==> config.mk <==
export PLATFORM = sky130hd
export DESIGN_NAME = cil_interp
export DESIGN_NICKNAME = d
export VERILOG_FILES = /design/src/cil_pkg.sv /design/src/cil_interp.sv
export SDC_FILE = /design/constraint.sdc
export NUM_CORES = 2
export LEC_CHECK = 0
export BUFFER_PORTS_ARGS = -buffer_cell sky130_fd_sc_hd__buf_4
export CAP_MARGIN = 30
export CORE_MARGIN = 2
export CORE_UTILIZATION = 40
export CTS_CLUSTER_DIAMETER = 100
export DETAILED_ROUTE_END_ITERATION = 6
export GPL_TIMING_DRIVEN = 0
export HOLD_SLACK_MARGIN = 0.03
export MAX_ROUTING_LAYER = met4
export PLACE_DENSITY = 0.63
export SYNTH_ARGS = -nofsm -noshare
export SYNTH_HDL_FRONTEND = slang
export SYNTH_SLANG_ARGS = --single-unit
==> constraint.sdc <==
create_clock -name clk_i -period 16.81 [get_ports clk_i]
set_input_delay 0.8405 -clock clk_i [delete_from_list [all_inputs] [get_ports clk_i]]
set_output_delay 0.8405 -clock clk_i [all_outputs]
set_load 0.05 [all_outputs]
==> src/cil_pkg.sv <==
// Shared types and constants for the curve inverse lookup block.
// No dependencies; used by every module under src.
package cil_pkg;

  localparam int TIME_W = 24;
  localparam int VAL_W  = 32;
  localparam int STAT_W = 2;
  localparam int KIDX_W = 8;
  localparam int KCNT_W = 9;

  localparam logic [STAT_W-1:0] ST_MATCH = 2'd0;
  localparam logic [STAT_W-1:0] ST_PAST  = 2'd1;
  localparam logic [STAT_W-1:0] ST_RANGE = 2'd2;

  localparam logic ACT_WRITE = 1'b0;
  localparam logic ACT_QUERY = 1'b1;

  localparam logic [TIME_W-1:0] TIME_MAX = '1;

  typedef struct packed {
    logic [TIME_W-1:0]       ktime;
    logic signed [VAL_W-1:0] kval;
  } key_t;

  // interpolation request: key before the match, matching key, target
  typedef struct packed {
    key_t                    pkey;
    key_t                    skey;
    logic signed [VAL_W-1:0] desired;
  } ireq_t;

  typedef struct packed {
    logic              done;
    logic [TIME_W-1:0] mtime;
  } irsp_t;

  typedef struct packed {
    logic              valid;
    logic [TIME_W-1:0] mtime;
    logic [STAT_W-1:0] status;
    logic [KIDX_W-1:0] next_key;
  } result_t;

endpackage

==> src/cil_interp.sv <==
// Interpolation unit: prepares differences, one 24x32 multiply, then a
// restoring divide at one quotient bit per cycle. Uses cil_pkg.
module cil_interp (
  input  logic           clk_i,
  input  logic           rst_ni,
  input  logic           req_i,
  input  cil_pkg::ireq_t req_data_i,
  output cil_pkg::irsp_t rsp_o
);

  localparam int TW     = cil_pkg::TIME_W;
  localparam int VW     = cil_pkg::VAL_W;
  localparam int PROD_W = TW + VW;
  localparam int STEP_W = $clog2(TW);

  localparam logic [1:0] S_IDLE = 2'd0;
  localparam logic [1:0] S_MUL  = 2'd1;
  localparam logic [1:0] S_DIV  = 2'd2;
  localparam logic [1:0] S_FIN  = 2'd3;

  logic [1:0]        state_q, state_d;
  logic [STEP_W-1:0] step_q, step_d;
  logic [TW-1:0]     dt_mag_q, tp_q, qsh_q, qsh_d;
  logic              dt_neg_q;
  logic [VW-1:0]     num_mag_q, dv_mag_q, rem_q, rem_d;

  // differences of the incoming request
  logic signed [TW:0] dt_s;
  logic signed [VW:0] num_s, dv_s;
  logic [TW-1:0]      dt_mag;
  logic [VW-1:0]      num_mag, dv_mag;

  assign dt_s  = $signed({1'b0, req_data_i.skey.ktime}) - $signed({1'b0, req_data_i.pkey.ktime});
  assign num_s = $signed({req_data_i.desired[VW-1], req_data_i.desired})
               - $signed({req_data_i.pkey.kval[VW-1], req_data_i.pkey.kval});
  assign dv_s  = $signed({req_data_i.skey.kval[VW-1], req_data_i.skey.kval})
               - $signed({req_data_i.pkey.kval[VW-1], req_data_i.pkey.kval});
  assign dt_mag  = dt_s[TW]  ? TW'(-dt_s)  : dt_s[TW-1:0];
  assign num_mag = num_s[VW] ? VW'(-num_s) : num_s[VW-1:0];
  assign dv_mag  = dv_s[VW]  ? VW'(-dv_s)  : dv_s[VW-1:0];

  logic [PROD_W-1:0] prod;
  assign prod = dt_mag_q * num_mag_q;

  // restoring divide step
  logic [VW:0]   trial;
  logic [VW+1:0] diff;
  logic          ge;
  assign trial = {rem_q, qsh_q[TW-1]};
  assign diff  = {1'b0, trial} - {2'b00, dv_mag_q};
  assign ge    = ~diff[VW+1];

  // final add and clamp; quotient carries the sign of the time difference
  logic signed [TW+1:0] sum;
  logic [TW-1:0]        sat;
  assign sum = dt_neg_q ? $signed({2'b00, tp_q}) - $signed({2'b00, qsh_q})
                        : $signed({2'b00, tp_q}) + $signed({2'b00, qsh_q});
  always_comb begin
    if (sum[TW+1]) begin
      sat = '0;
    end else if (sum[TW]) begin
      sat = cil_pkg::TIME_MAX;
    end else begin
      sat = sum[TW-1:0];
    end
  end

  always_comb begin
    state_d = state_q;
    step_d  = step_q;
    rem_d   = rem_q;
    qsh_d   = qsh_q;
    unique case (state_q)
      S_IDLE: begin
        if (req_i) state_d = S_MUL;
      end
      S_MUL: begin
        rem_d   = prod[PROD_W-1:TW];
        qsh_d   = prod[TW-1:0];
        step_d  = '0;
        state_d = S_DIV;
      end
      S_DIV: begin
        rem_d  = ge ? diff[VW-1:0] : trial[VW-1:0];
        qsh_d  = {qsh_q[TW-2:0], ge};
        step_d = step_q + 1'b1;
        if (step_q == STEP_W'(TW - 1)) state_d = S_FIN;
      end
      S_FIN: begin
        state_d = S_IDLE;
      end
      default: state_d = S_IDLE;
    endcase
  end

  always_ff @(posedge clk_i or negedge rst_ni) begin
    if (!rst_ni) begin
      state_q <= S_IDLE;
    end else begin
      state_q <= state_d;
    end
  end

  always_ff @(posedge clk_i) begin
    step_q <= step_d;
    rem_q  <= rem_d;
    qsh_q  <= qsh_d;
    if (state_q == S_IDLE && req_i) begin
      dt_mag_q  <= dt_mag;
      dt_neg_q  <= dt_s[TW];
      num_mag_q <= num_mag;
      dv_mag_q  <= dv_mag;
      tp_q      <= req_data_i.pkey.ktime;
    end
  end

  assign rsp_o.done  = (state_q == S_FIN);
  assign rsp_o.mtime = sat;

  // the matched key lies at or below the target, the key before lies above
  a_num_le_dv: assert property (@(posedge clk_i) disable iff (!rst_ni)
    (state_q == S_MUL) |-> (num_mag_q <= dv_mag_q && dv_mag_q != '0))
    else $error("interpolation numerator exceeds key value step");

  a_rem_lt_div: assert property (@(posedge clk_i) disable iff (!rst_ni)
    (state_q == S_DIV) |-> (rem_q < dv_mag_q))
    else $error("divider remainder out of range");

  a_req_idle: assert property (@(posedge clk_i) disable iff (!rst_ni)
    req_i |-> (state_q == S_IDLE))
    else $error("interpolation request while unit busy");

endmodule

==> impl_metrics.ini <==
[run_status]
outcome = finished, final reports clean

[layout]
layout_commonest_cell = inv_1
most-common-layout-cells = inv_1 (925), fa_1 (664), nand2_1 (568), and2_1 (408), ha_1 (357)
final.fill_count = 10590
drive_above_1_share_pct = 5.337
final_cell_area_um2 = 46240
area_delta_synth_final_pct = 8.733
fin_nets = 6290
multi_input_area_um2 = 32940
seq_area_um2 = 5275

[global_route]
grt_usage_pct = 26.77
antenna_found_initial = 4
grt_pass1_wl_um = 213900
grt_max_degree = 63
grt_overflow = 0
grt_pass1_vias = 35960

[route]
via_per_inst = 5.434
dr.pass1.iters = 5
drc_errors = 0
ant_nets = 0
wl_um = 139300
wl_per_cell_um = 21.33
dr.first_iter.drc_count = 2874
vias = 35490

[yosys]
ys_seq_area_share_pct = 12.40
avgSynthCellArea_um2 = 8.631
synth_edf_count = 174
synth.net_count = 6096
ys_ff_latch = 176
synth_flop_cell = edfxtp_1
yosysTopAreaCellShare_pct = 31.26
synth_top_area_cell = fa_1
synthArstFlopShare_pct = 1.136
synth.area.top_cells = fa_1 (31%), edfxtp_1 (12%), ha_1 (11%)
syn_area_um2 = 42520
ys.warnings.count = 0
synth_cells = 4927
yosys.cell_types.count = 98

[clock_tree]
cts_buffer_depth = 2
cts_hold_buf = 0
clock-sinks = 176
htreeDepth = 4
cts_resized = 0
cts_tree = yes
path_clk_slew_ps = 90
clk_latency_ps = 480
post_cts_buffers = 0
cts-buffers-inserted = 17
clockRootBuffer = clkbuf_16

[critical_path]
slowest_delay_ps = 800
cp-end-kind = flip-flop
critical_path.startpoint = num_mag_q[17]
arrival_ps = 9440
crit_type = reg -> reg
cpMostUsedCell = fa_1
cp_max_fo = 10
r2r_start = num_mag_q[17]
setup.worst_path.start_class = flip-flop
crit_path_top_delay_cell = clkbuf_1
crit_path_cell_trace = clkbuf_1, nand2_1, fa_1, inv_1, fa_1, inv_1, fa_1, inv_1, fa_1, fa_1, fa_1, inv_1, fa_1, inv_1, ha_1, a21oi_1, o2111ai_1, o21bai_1, a211oi_2, o221ai_1, a21oi_1, o21ai_0, and3b_1, or4_1
required_ps = 17030

[timing]
finalSetupViolations = 0
clock-skew-final_ps = 24.31
min_period_ps = 9219
post-route-period-util_pct = 54.84
slew_headroom_pct = 23.68
finalMaxSlewViolations = 0
final.setup.worst_slack_ps = 7591
tightest_slew_ps = 1145
hold_viol_final = 0
whs_ps = 134.5
fin_tns_setup_ps = 0
rsz0062_at_grt = false
max_freq_ghz = 0.1085

[placed_design]
place_ws_ps = 7759
placed_area_um2 = 45610
portBuffers = 171
dp.final_hpwl_um = 119400
gp_congestion = 1.004

[floorplan]
die-area_um2 = 108900
rows = 119
die_h_um = 330.1
start_util_pct = 40.34
core_area_um2 = 105400
die_x_um = 330.1
top_level_ports = 172

[run]
drv_cap = 0

[hold_path]
hp-class = in -> async
-- sequential cells by signal (all words and copies together), names as in the netlist --
signal and flops:
dt_neg_q 1, num_mag_q 32, step_q 5, dt_mag_q 24
dv_mag_q 32, rem_q 32, qsh_q 24, state_q 2
tp_q 24
-- layer usage --
layer / vias up / global-route usage (%) / routed length (µm)
met5: - / - / 0
met2: 1230 / 43.51 / 66130
met1: 17790 / 34.15 / 58280
li1: 16220 / - / -
met4: 0 / 10.47 / 6302
met3: 249 / 3.177 / 8631
-- final timing paths --
path                       slack [ps]  cells past startpoint         end
min in group clk_i                570                      1    tp_q[21]
hold / removal                    130                      1  state_q[0]
setup reg to reg                 7590                     24   rem_q[29]
max in group asynchronous       16590                      1  state_q[0]
hold reg to reg                   600                      1   step_q[0]
setup / recovery                 7590                     24   rem_q[29]
-- metrics by stage --
step	utilization, %	instances
final	43.86	6531
after CTS	43.83	6524
after detailed placement	43.26	6492
after global placement	43.21	6489
after global routing	43.86	6529
after floorplan	-	4927
-- kinds of logic after synthesis --
kind of cell | count (synthesis) | synth area share (%)
AOI/OAI and AO/OA | 874 | 13.42
xor gates and xnor gates | 213 | 4.387
adders and majority gates | 1022 | 41.79
buffers and inverters | 1149 | 10.17
DFF | 176 | 12.40
muxes | 23 | 0.5738
and+or+nand+nor | 1470 | 17.25
-- Yosys cell counts, types with 46 or more instances --
library cell	number
a21o_1	80
fa_1	664
clkbuf_1	212
a31oi_1	46
a21oi_1	233
edfxtp_1	174
ha_1	358
and2_1	409
o21ai_0	194
inv_1	925
nand2_1	568
nand3_1	48
xnor2_1	144
nor2_1	188
xor2_1	69
-- worst max-delay path, delay by kind of cell (launching register included) --
kind | cells | cell delay [ps]
fa+ha+maj | 8 | 4090
compound gates | 7 | 2180
buf+inv | 6 | 1090
simple gates | 3 | 880
flops | 1 | 720
-- area by class of cell --
class / instances / share of cell area, %
clock inverter: 15 / 0.3815
tap: 1391 / 3.764
inverter: 926 / 7.517
antenna: 6 / 0.03247
multi-input combinational: 3602 / 71.24
sequential: 176 / 11.41
timing repair buffer: 175 / 2.901
buffer: 223 / 1.837
clock buffer: 17 / 0.9200
Power is not shown: default switching activity piles up to over one toggle a cycle in this logic, so the estimate is an artifact.
