<file path="config.mk">
export PLATFORM = sky130hd
export DESIGN_NAME = cil_walk
export DESIGN_NICKNAME = d
export VERILOG_FILES = /design/src/cil_pkg.sv /design/src/cil_walk.sv
export SDC_FILE = /design/constraint.sdc
export NUM_CORES = 1
export LEC_CHECK = 0
export BUFFER_PORTS_ARGS = -buffer_cell sky130_fd_sc_hd__buf_2
export CORE_ASPECT_RATIO = 1.4
export CORE_MARGIN = 4
export CORE_UTILIZATION = 48
export DETAILED_ROUTE_END_ITERATION = 8
export PLACE_DENSITY = 0.89
export SKIP_CTS_REPAIR_TIMING = 1
export SYNTH_ARGS = -nofsm -noshare
export SYNTH_HDL_FRONTEND = slang
export SYNTH_SLANG_ARGS = --single-unit
</file>
<file path="constraint.sdc">
create_clock -name clk_i -period 5.11 [get_ports clk_i]
set_clock_uncertainty 0.05 [all_clocks]
set_input_delay 0.2555 -clock clk_i [delete_from_list [all_inputs] [get_ports clk_i]]
set_output_delay 0.2555 -clock clk_i [all_outputs]
set_load 0.02 [all_outputs]
</file>
<file path="src/cil_pkg.sv">
// Shared types and constants for the curve inverse lookup block.
// No dependencies; used by every module under src.
package cil_pkg;

  localparam int TIME_W = 24;
  localparam int VAL_W  = 32;
  localparam int STAT_W = 2;
  localparam int KIDX_W = 8;
  localparam int KCNT_W = 9;

  localparam logic [STAT_W-1:0] ST_MATCH = 2'd0;
  localparam logic [STAT_W-1:0] ST_PAST  = 2'd1;
  localparam logic [STAT_W-1:0] ST_RANGE = 2'd2;

  localparam logic ACT_WRITE = 1'b0;
  localparam logic ACT_QUERY = 1'b1;

  localparam logic [TIME_W-1:0] TIME_MAX = '1;

  typedef struct packed {
    logic [TIME_W-1:0]       ktime;
    logic signed [VAL_W-1:0] kval;
  } key_t;

  // interpolation request: key before the match, matching key, target
  typedef struct packed {
    key_t                    pkey;
    key_t                    skey;
    logic signed [VAL_W-1:0] desired;
  } ireq_t;

  typedef struct packed {
    logic              done;
    logic [TIME_W-1:0] mtime;
  } irsp_t;

  typedef struct packed {
    logic              valid;
    logic [TIME_W-1:0] mtime;
    logic [STAT_W-1:0] status;
    logic [KIDX_W-1:0] next_key;
  } result_t;

endpackage

</file>
<file path="src/cil_walk.sv">
// Query sequencer: walks the key table one entry per cycle through the RAM
// read port; a match past the start key hands the bracketing keys to cil_interp. Uses cil_pkg.
module cil_walk #(
  parameter int MAX_KEYS = 256,
  localparam int IW   = $clog2(MAX_KEYS),
  localparam int CNTW = $clog2(MAX_KEYS + 1)
) (
  input  logic                                clk_i,
  input  logic                                rst_ni,
  input  logic                                qry_i,
  input  logic [cil_pkg::KIDX_W-1:0]          start_key_i,
  input  logic signed [cil_pkg::VAL_W-1:0]    desired_i,
  input  logic [CNTW-1:0]                     cnt_i,
  input  cil_pkg::key_t                       rdata_i,
  output logic [IW-1:0]                       raddr_o,
  output logic                                busy_o,
  output logic                                ireq_valid_o,
  output cil_pkg::ireq_t                      ireq_o,
  input  cil_pkg::irsp_t                      irsp_i,
  output cil_pkg::result_t                    res_o
);

  localparam int KW   = cil_pkg::KIDX_W;
  localparam int CMPW = (CNTW > KW) ? CNTW : KW;

  localparam logic [1:0] S_IDLE   = 2'd0;
  localparam logic [1:0] S_WALK   = 2'd1;
  localparam logic [1:0] S_INTERP = 2'd2;

  logic [1:0]                     state_q, state_d;
  logic [IW-1:0]                  idx_q, idx_d, start_q;
  logic [KW-1:0]                  start_key_q;
  logic signed [cil_pkg::VAL_W-1:0] desired_q;
  logic [CNTW-1:0]                cnt_q;
  cil_pkg::key_t                  prev_q, prev_d;
  logic                           res_valid_q, res_valid_d;
  logic [cil_pkg::TIME_W-1:0]     res_time_q, res_time_d;
  logic [cil_pkg::STAT_W-1:0]     res_stat_q, res_stat_d;
  logic [KW-1:0]                  res_next_q, res_next_d;

  logic out_of_range, hit, last, accept;

  assign out_of_range = CMPW'(start_key_i) >= CMPW'(cnt_i);
  assign hit          = !($signed(rdata_i.kval) > desired_q);
  assign last         = (CNTW'(idx_q) + CNTW'(1)) == cnt_q;
  assign accept       = (state_q == S_IDLE) && qry_i && !out_of_range;

  // read data always belongs to the index in idx_q while walking
  assign raddr_o = (state_q == S_IDLE) ? IW'(start_key_i) : IW'(idx_q + 1'b1);

  always_comb begin
    state_d      = state_q;
    idx_d        = idx_q;
    prev_d       = prev_q;
    res_valid_d  = 1'b0;
    res_time_d   = res_time_q;
    res_stat_d   = res_stat_q;
    res_next_d   = res_next_q;
    ireq_valid_o = 1'b0;
    unique case (state_q)
      S_IDLE: begin
        if (qry_i) begin
          if (out_of_range) begin
            res_valid_d = 1'b1;
            res_time_d  = '0;
            res_stat_d  = cil_pkg::ST_RANGE;
            res_next_d  = start_key_i;
          end else begin
            idx_d   = IW'(start_key_i);
            state_d = S_WALK;
          end
        end
      end
      S_WALK: begin
        if (hit) begin
          if (idx_q == start_q) begin
            // start key already qualifies: no step to interpolate over
            res_valid_d = 1'b1;
            res_time_d  = rdata_i.ktime;
            res_stat_d  = cil_pkg::ST_MATCH;
            res_next_d  = KW'(idx_q);
            state_d     = S_IDLE;
          end else begin
            ireq_valid_o = 1'b1;
            state_d      = S_INTERP;
          end
        end else begin
          prev_d = rdata_i;
          if (last) begin
            res_valid_d = 1'b1;
            res_time_d  = rdata_i.ktime;
            res_stat_d  = cil_pkg::ST_PAST;
            res_next_d  = start_key_q;
            state_d     = S_IDLE;
          end else begin
            idx_d = IW'(idx_q + 1'b1);
          end
        end
      end
      S_INTERP: begin
        if (irsp_i.done) begin
          res_valid_d = 1'b1;
          res_time_d  = irsp_i.mtime;
          res_stat_d  = cil_pkg::ST_MATCH;
          res_next_d  = KW'(idx_q);
          state_d     = S_IDLE;
        end
      end
      default: state_d = S_IDLE;
    endcase
  end

  always_ff @(posedge clk_i or negedge rst_ni) begin
    if (!rst_ni) begin
      state_q     <= S_IDLE;
      res_valid_q <= 1'b0;
    end else begin
      state_q     <= state_d;
      res_valid_q <= res_valid_d;
    end
  end

  always_ff @(posedge clk_i) begin
    idx_q      <= idx_d;
    prev_q     <= prev_d;
    res_time_q <= res_time_d;
    res_stat_q <= res_stat_d;
    res_next_q <= res_next_d;
    if (accept) begin
      start_q     <= IW'(start_key_i);
      start_key_q <= start_key_i;
      desired_q   <= desired_i;
      cnt_q       <= cnt_i;
    end
  end

  assign busy_o         = (state_q != S_IDLE);
  assign ireq_o.pkey    = prev_q;
  assign ireq_o.skey    = rdata_i;
  assign ireq_o.desired = desired_q;

  assign res_o.valid    = res_valid_q;
  assign res_o.mtime    = res_time_q;
  assign res_o.status   = res_stat_q;
  assign res_o.next_key = res_next_q;

  a_walk_in_range: assert property (@(posedge clk_i) disable iff (!rst_ni)
    (state_q == S_WALK) |-> (CNTW'(idx_q) < cnt_q))
    else $error("walk index beyond key count");

  a_interp_not_start: assert property (@(posedge clk_i) disable iff (!rst_ni)
    ireq_valid_o |-> (idx_q != start_q))
    else $error("interpolation launched without a previous key");

  a_range_zero: assert property (@(posedge clk_i) disable iff (!rst_ni)
    (res_valid_q && res_stat_q == cil_pkg::ST_RANGE) |-> (res_time_q == '0))
    else $error("out of range result carries a nonzero time");

endmodule

</file>
==> results.py, run 1 <==
metrics = {
    "detailed_routing": {
        "drcViolationCount": 0,
        "drt_iter0_markers": 538,
        "vias": 5869,
        "via_per_inst": 5.307,
        "drt-total-wl_um": 21240,
        "postRouteAntennaNets": 0,
        "wire_per_inst_um": 19.21,
        "dr.pass1.iters": 5,
    },
    "timing": {
        "post-route-period-util_pct": 79.95,
        "tightest_slew_ns": 0.9706,
        "hold_viol_final": 0,
        "maxSlewViolCount": 0,
        "setup_violations": 0,
        "tns_ns": 0,
        "fin_crit_ns": 4.086,
        "fin_ws_ns": 1.024,
        "max_freq_mhz": 244.8,
        "rsz0062_at_grt": "false",
        "max_slew_margin_pct": 34.89,
    },
    "logic_synthesis": {
        "syn-cell-area_um2": 7305,
        "syn_nets": 739,
        "synth.distinct_cells": 56,
        "ys_warn_count": 0,
        "synth_area_leader_cell": "edfxtp_1",
        "async_reset_ff_share_pct": 2.000,
        "yosysSeqAreaShare_pct": 61.46,
        "synth_ff_type": "edfxtp_1",
        "yosys-top-cells-area": "edfxtp_1 60%, ha_1 7.7%, buf_4 5.9%",
        "synth_area_per_cell_um2": 13.02,
        "netlist_instances": 561,
        "synth_edf_count": 147,
        "ys_seq_elements": 150,
        "yosysTopAreaCellShare_pct": 60.43,
    },
    "final_layout": {
        "final_cell_area_um2": 10000,
        "drive_above_1_share_pct": 40.48,
        "n_antenna_cell": 0,
        "final_common_cell": "buf_2",
        "fin_nets": 1079,
        "final_cell_mix": "321 x buf_2, 147 x edfxtp_1, 72 x dlygate4sd3_1, 48 x inv_1, 46 x nor2_1",
        "area.growth.synth_to_final_pct": 36.91,
        "seqCellArea_um2": 4489,
        "multi_input_area_um2": 2112,
        "post-route-util_pct": 66.73,
        "nFillCells": 1124,
        "final_cells": 1106,
    },
    "worst_setup_path": {
        "r2r-start": "desired_q[27]$_DFFE_PP_",
        "path_class": "input pin to register",
        "cp.arrival_ns": 4.14,
        "cp_data_required_time_ns": 5.17,
        "reg2regPathDepth": 10,
        "reg2reg_slack_ns": 1.17,
        "critPathLaunchType": "input pin",
        "crit_end": "ireq_o[103]$_DFFE_PP_",
        "r2r-end": "ireq_o[103]$_DFFE_PP_",
        "critical_path.startpoint": "rdata_i[19]",
        "crit_fanout": 34,
        "endpoint_kind": "register",
    },
    "worst_hold_path": {
        "hp-class": "input pin to register",
    },
    "floorplan": {
        "die_area_um2": 17280,
        "core_area_um2": 14990,
        "die_h_um": 154.0,
        "ios": 322,
        "rows": 53,
        "die_w_um": 112.3,
        "initial_core_util_pct": 48.74,
    },
    "grt": {
        "antenna_found_initial": 0,
        "first_global_vias": 5498,
        "grt_max_degree": 45,
        "track_usage_pct": 22.07,
        "grt_pass1_wl_um": 29790,
        "overflow": 0,
    },
    "clock_tree": {
        "clock-sinks": 150,
        "root_buffer": "clkbuf_16",
        "cts.clk_slew.worst_paths_ns": 0.06,
        "cts_buffer_depth": 2,
        "cts_buffers": 17,
        "clock_latency_ns": 0.41,
        "h-tree-depth": 4,
        "cts_tree": "built",
    },
    "placement": {
        "gp_congestion": 0.9057,
        "dp_hpwl_um": 15060,
        "placed_area_um2": 8677,
        "portBuffers": 321,
        "dp.cells": 1002,
        "place_ws_ns": 1.240,
    },
    "power_and_ir_drop": {
        "power_density_nw_per_um2": 539.0,
        "cellLeakagePower_uw": 0.004445,
        "vdd.ir_drop.worst_mv": 0.3243,
    },
    "flow_run": {
        "maxCapViolCount": 0,
    },
    "outcome": {
        "status": "finished, final reports clean",
    },
}
==> power by group <==
group / switching, uW / internal (uW)
clock: 507 / 774
combinational: 1440 / 659
sequential: 171 / 1840
total: 2120 / 3280
==> registers in the layout (all words and copies together), names as in the netlist, 8 cells and up <==
register	cells
start_key_q	8
res_next_q	8
cnt_q	9
res_time_q	24
desired_q	32
ireq_o	56
idx_q	8
==> cell usage after synthesis, types with 7 or more instances <==
library cell,number
nand4_1,9
o2111ai_1,10
o211ai_1,10
xor2_1,14
nand2_1,30
edfxtp_1,147
inv_1,49
ha_1,45
clkbuf_1,14
nand3_1,7
nor2_1,47
a22oi_1,25
a21oi_1,27
buf_4,57
==> metal layers <==
metal,track usage [%],vias up,share of wire [%]
met3,4.606,42,6.6
met2,40.27,306,55
li1,-,2687,-
met5,0,-,0
met1,25.62,2834,36
met4,7.331,0,2.3
==> how the worst min path moves through the flow <==
stage	start	to	slack (ns)	cells past startpoint
after floorplan	rst_ni	res_valid_q$_DFF_PN0_	-0.09	0
after global placement	rst_ni	res_valid_q$_DFF_PN0_	0.008	1
after detailed placement	rst_ni	res_valid_q$_DFF_PN0_	0.01	1
after CTS	rst_ni	state_q[1]$_DFFE_PN0P_	-0.42	1
after global routing	rdata_i[33]	ireq_o[121]$_DFFE_PP_	-0.0006	1
final	rdata_i[53]	ireq_o[141]$_DFFE_PP_	0.01	1
==> cells by family after synthesis <==
kind of cell	after synthesis	share of synthesized area [%]
DFF	150	61.46
buffers and inverters	128	9.729
and+or+nand+nor	117	8.308
AOI/OAI and AO/OA	95	9.370
adders and majority gates	45	7.708
xor gates and xnor gates	22	2.844
muxes	4	0.5824
==> worst max-delay path, cell delays in order <==
cell and delay (ns):
dlygate4sd3_1 0.56, buf_2 0.16, ha_1 0.32, a21oi_1 0.15
o21ai_0 0.09, a221oi_1 0.35, nand3_1 0.19, a211oi_2 0.75
nand2b_1 0.50, inv_2 0.38, buf_4 0.39
==> final cells by class <==
cell class,count,area share (%)
Timing Repair Buffer,398,23.65
Multi-Input combinational cell,283,21.12
Tap cell,192,2.402
Clock inverter,14,1.739
Clock buffer,18,4.291
Sequential cell,150,44.89
Inverter,51,1.914
==> through the flow <==
step	hold slack [ns]	total power (uW)
floorplan	-0.09009	3417
global placement	0.008177	4009
detailed placement	0.009975	4065
CTS	-0.4243	5372
global route	-0.0005802	5662
finish	0.01105	5390
(Power assumes the default switching activity.)
==> run 2, diff against run 1 <==
--- a/config.mk
+++ b/config.mk
@@ -5,6 +5,7 @@
 export SDC_FILE = /design/constraint.sdc
 export NUM_CORES = 1
 export LEC_CHECK = 0
+export ABC_AREA = 1
 export BUFFER_PORTS_ARGS = -buffer_cell sky130_fd_sc_hd__buf_2
 export CORE_ASPECT_RATIO = 1.4
 export CORE_MARGIN = 4
==> constraint.sdc (replaced) <==
create_clock -name clk_i -period 3.8 [get_ports clk_i]
set_clock_uncertainty 0.05 [all_clocks]
set_input_delay 0.19 -clock clk_i [delete_from_list [all_inputs] [get_ports clk_i]]
set_output_delay 0.19 -clock clk_i [all_outputs]
set_load 0.02 [all_outputs]
==> results.py, run 2 <==
metrics = {
    "final_layout": {
        "final_cell_area_um2": 10400,
        "n_antenna_cell": 0,
        "seqCellArea_um2": 4489,
        "fin_nets": 1220,
        "final_cell_mix": "321 x buf_2, 148 x nand2_1, 147 x edfxtp_1, 106 x dlygate4sd3_1, 73 x inv_1",
        "final_common_cell": "buf_2",
        "largest_reg_flops": 56,
        "multi_input_area_um2": 2116,
        "drive_above_1_share_pct": 35.64,
        "area.growth.synth_to_final_pct": 40.99,
        "nFillCells": 989,
    },
    "floorplan": {
        "die_w_um": 112.8,
        "core_area_um2": 15050,
        "initial_core_util_pct": 49.01,
        "rows": 53,
        "die_area_um2": 17440,
        "ios": 322,
        "die_h_um": 154.7,
    },
    "worst_setup_path": {
        "r2r-end": "res_next_q[2]$_DFFE_PP_",
        "crit_fanout": 64,
        "worstPathCellList": "dlygate4sd3_1, buf_2, ha_1, a21oi_1, o21ai_0, nand2_1, nand2_1, a21oi_2, nand2_1, nand2_2, nand3_4, nor2_8, buf_4, nand3_1, nand3_1",
        "crit_slowest_cell": "buf_4",
        "reg2regPathDepth": 13,
        "critical_path.max_stage_delay_ns": 0.65,
        "r2r-start": "desired_q[31]$_DFFE_PP_",
        "reg2reg_slack_ns": 0.81,
        "endpoint_kind": "register",
        "crit_path_frequent_cell": "nand2_1",
        "cp.arrival_ns": 3.26,
        "cp_data_required_time_ns": 4.02,
        "path_class": "input pin to register",
        "critPathLaunchType": "input pin",
    },
    "grt": {
        "grt_pass1_wl_um": 29650,
        "track_usage_pct": 22.06,
        "antenna_found_initial": 0,
        "grt_max_degree": 65,
        "first_global_vias": 5564,
        "overflow": 0,
    },
    "placement": {
        "dp_hpwl_um": 15440,
        "gp_congestion": 0.9352,
        "placed_area_um2": 8795,
        "portBuffers": 321,
    },
    "logic_synthesis": {
        "synth_ff_type": "edfxtp_1",
        "synth.distinct_cells": 30,
        "ys_seq_elements": 150,
        "synth_area_per_cell_um2": 11.11,
        "synth.top_cells.by_count": "148 x nand2_1, 147 x edfxtp_1, 73 x inv_1, 58 x buf_4, 45 x ha_1",
        "ys_warn_count": 0,
        "syn_nets": 842,
        "syn-cell-area_um2": 7377,
        "yosys-top-cells-area": "edfxtp_1 60%, ha_1 7.6%, nand2_1 7.5%",
        "yosysTopAreaCellShare_pct": 59.84,
        "synth_area_leader_cell": "edfxtp_1",
        "synth_edf_count": 147,
        "netlist_instances": 664,
        "yosysMostFrequentCell": "nand2_1",
        "async_reset_ff_share_pct": 2.000,
        "yosysSeqAreaShare_pct": 60.85,
    },
    "clock_tree": {
        "cts_buffers": 17,
        "cts_tree": "built",
        "root_buffer": "clkbuf_16",
        "clock-sinks": 150,
        "h-tree-depth": 4,
        "cts.clk_slew.worst_paths_ns": 0.07,
        "cts_buffer_depth": 2,
        "clock_latency_ns": 0.42,
    },
    "timing": {
        "fin_crit_ns": 3.033,
        "rsz0062_at_grt": "false",
        "max_slew_margin_pct": 40.59,
        "hold_viol_final": 0,
        "max_freq_mhz": 329.7,
        "setup_violations": 0,
        "post-route-period-util_pct": 79.82,
        "maxSlewViolCount": 0,
        "tightest_slew_ns": 0.8911,
        "tns_ns": 0,
    },
    "detailed_routing": {
        "drt_iter0_markers": 475,
        "dr.pass1.iters": 6,
        "vias": 6367,
        "drt-total-wl_um": 22950,
        "wire_per_inst_um": 18.40,
        "postRouteAntennaNets": 0,
        "via_per_inst": 5.106,
        "drcViolationCount": 0,
    },
    "worst_hold_path": {
        "worstHoldStart": "irsp_i[7]",
        "whs_path_depth": 3,
        "whs_endpoint": "res_time_q[7]$_DFFE_PP_",
        "hp-class": "input pin to register",
    },
    "power_and_ir_drop": {
        "vdd.ir_drop.worst_mv": 0.4219,
        "cellLeakagePower_uw": 0.004792,
        "power_density_nw_per_um2": 711.4,
    },
    "flow_run": {
        "maxCapViolCount": 0,
    },
    "outcome": {
        "status": "finished, final reports clean",
    },
}
-- run 2: changes by cell type after synthesis, moves of 18 or more --
cell | previous run | this run
nor2_1 | 47 | 18
a22oi_1 | 25 | 1
nand2_1 | 30 | 148
nand3_1 | 7 | 33
inv_1 | 49 | 73
o21ai_0 | 4 | 22
-- run 2: how the worst max path moves through the flow --
stage / cells after the start / to / startpoint / slack (ns)
finish: 15 / res_next_q[2]$_DFFE_PP_ / rdata_i[25] / 0.77
global route: 14 / res_next_q[2]$_DFFE_PP_ / rdata_i[22] / 0.50
CTS: 13 / res_next_q[4]$_DFFE_PP_ / desired_q[31]$_DFFE_PP_ / 0.75
detailed placement: 13 / res_next_q[4]$_DFFE_PP_ / desired_q[31]$_DFFE_PP_ / 0.76
global placement: 13 / res_next_q[3]$_DFFE_PP_ / desired_q[31]$_DFFE_PP_ / 0.82
floorplan: 12 / res_next_q[0]$_DFFE_PP_ / desired_q[31]$_DFFE_PP_ / 0.008
-- run 2: cell families (layout without fill, tap and decap cells) --
group / after synthesis / after routing / share of synthesized area (%)
xor+xnor: 12 / 12 / 1.425
flops: 150 / 150 / 60.85
compound gates: 71 / 71 / 5.003
buf+inv: 149 / 540 / 10.67
simple gates: 237 / 237 / 14.42
fa+ha+maj: 45 / 45 / 7.632
-- run 2: power by group --
part	switching, uW	internal [uW]
sequential	269	2560
combinational	2090	919
clock	712	851
-- run 2: cell type report --
cell class	count	area share, %
clock buffers	17	4.090
clock inverters	15	1.155
inverters	74	2.671
multi-input cells	365	20.34
flip-flops and latches	150	43.16
well taps	192	2.310
repair buffers	434	26.27
-- run 2: per-layer routing --
layer  routed length [um]  track usage [%]  part of all wire [%]
met1                 7786            24.88                    34
met3                 1806            4.384                   7.9
met2                12450            40.65                    54
met4                  902            8.362                   3.9
met5                    0                0                     0
-- run 2: per-stage QoR --
stage	cells	util, %	worst slack [ns]	power, uW	hold slack [ns]
2_1_floorplan	664	-	0.008231	4700	-0.1556
3_3_place_gp	1109	58.42	0.8193	5633	-0.06478
3_5_place_dp	1109	58.42	0.7635	5712	-0.06072
4_1_cts	1141	62.05	0.7454	7290	-0.5133
5_1_grt	1247	69.10	0.5028	7766	0.06590
6_report	1247	69.10	0.7667	7399	0.05490
-- run 2: worst max-delay path, delay by kind of cell --
kind,cells,cell delay (ns)
and+or+nand+nor,8,0.90
buffers and inverters,3,1.35
adders and majority gates,1,0.31
AOI/OAI and AO/OA,3,0.47
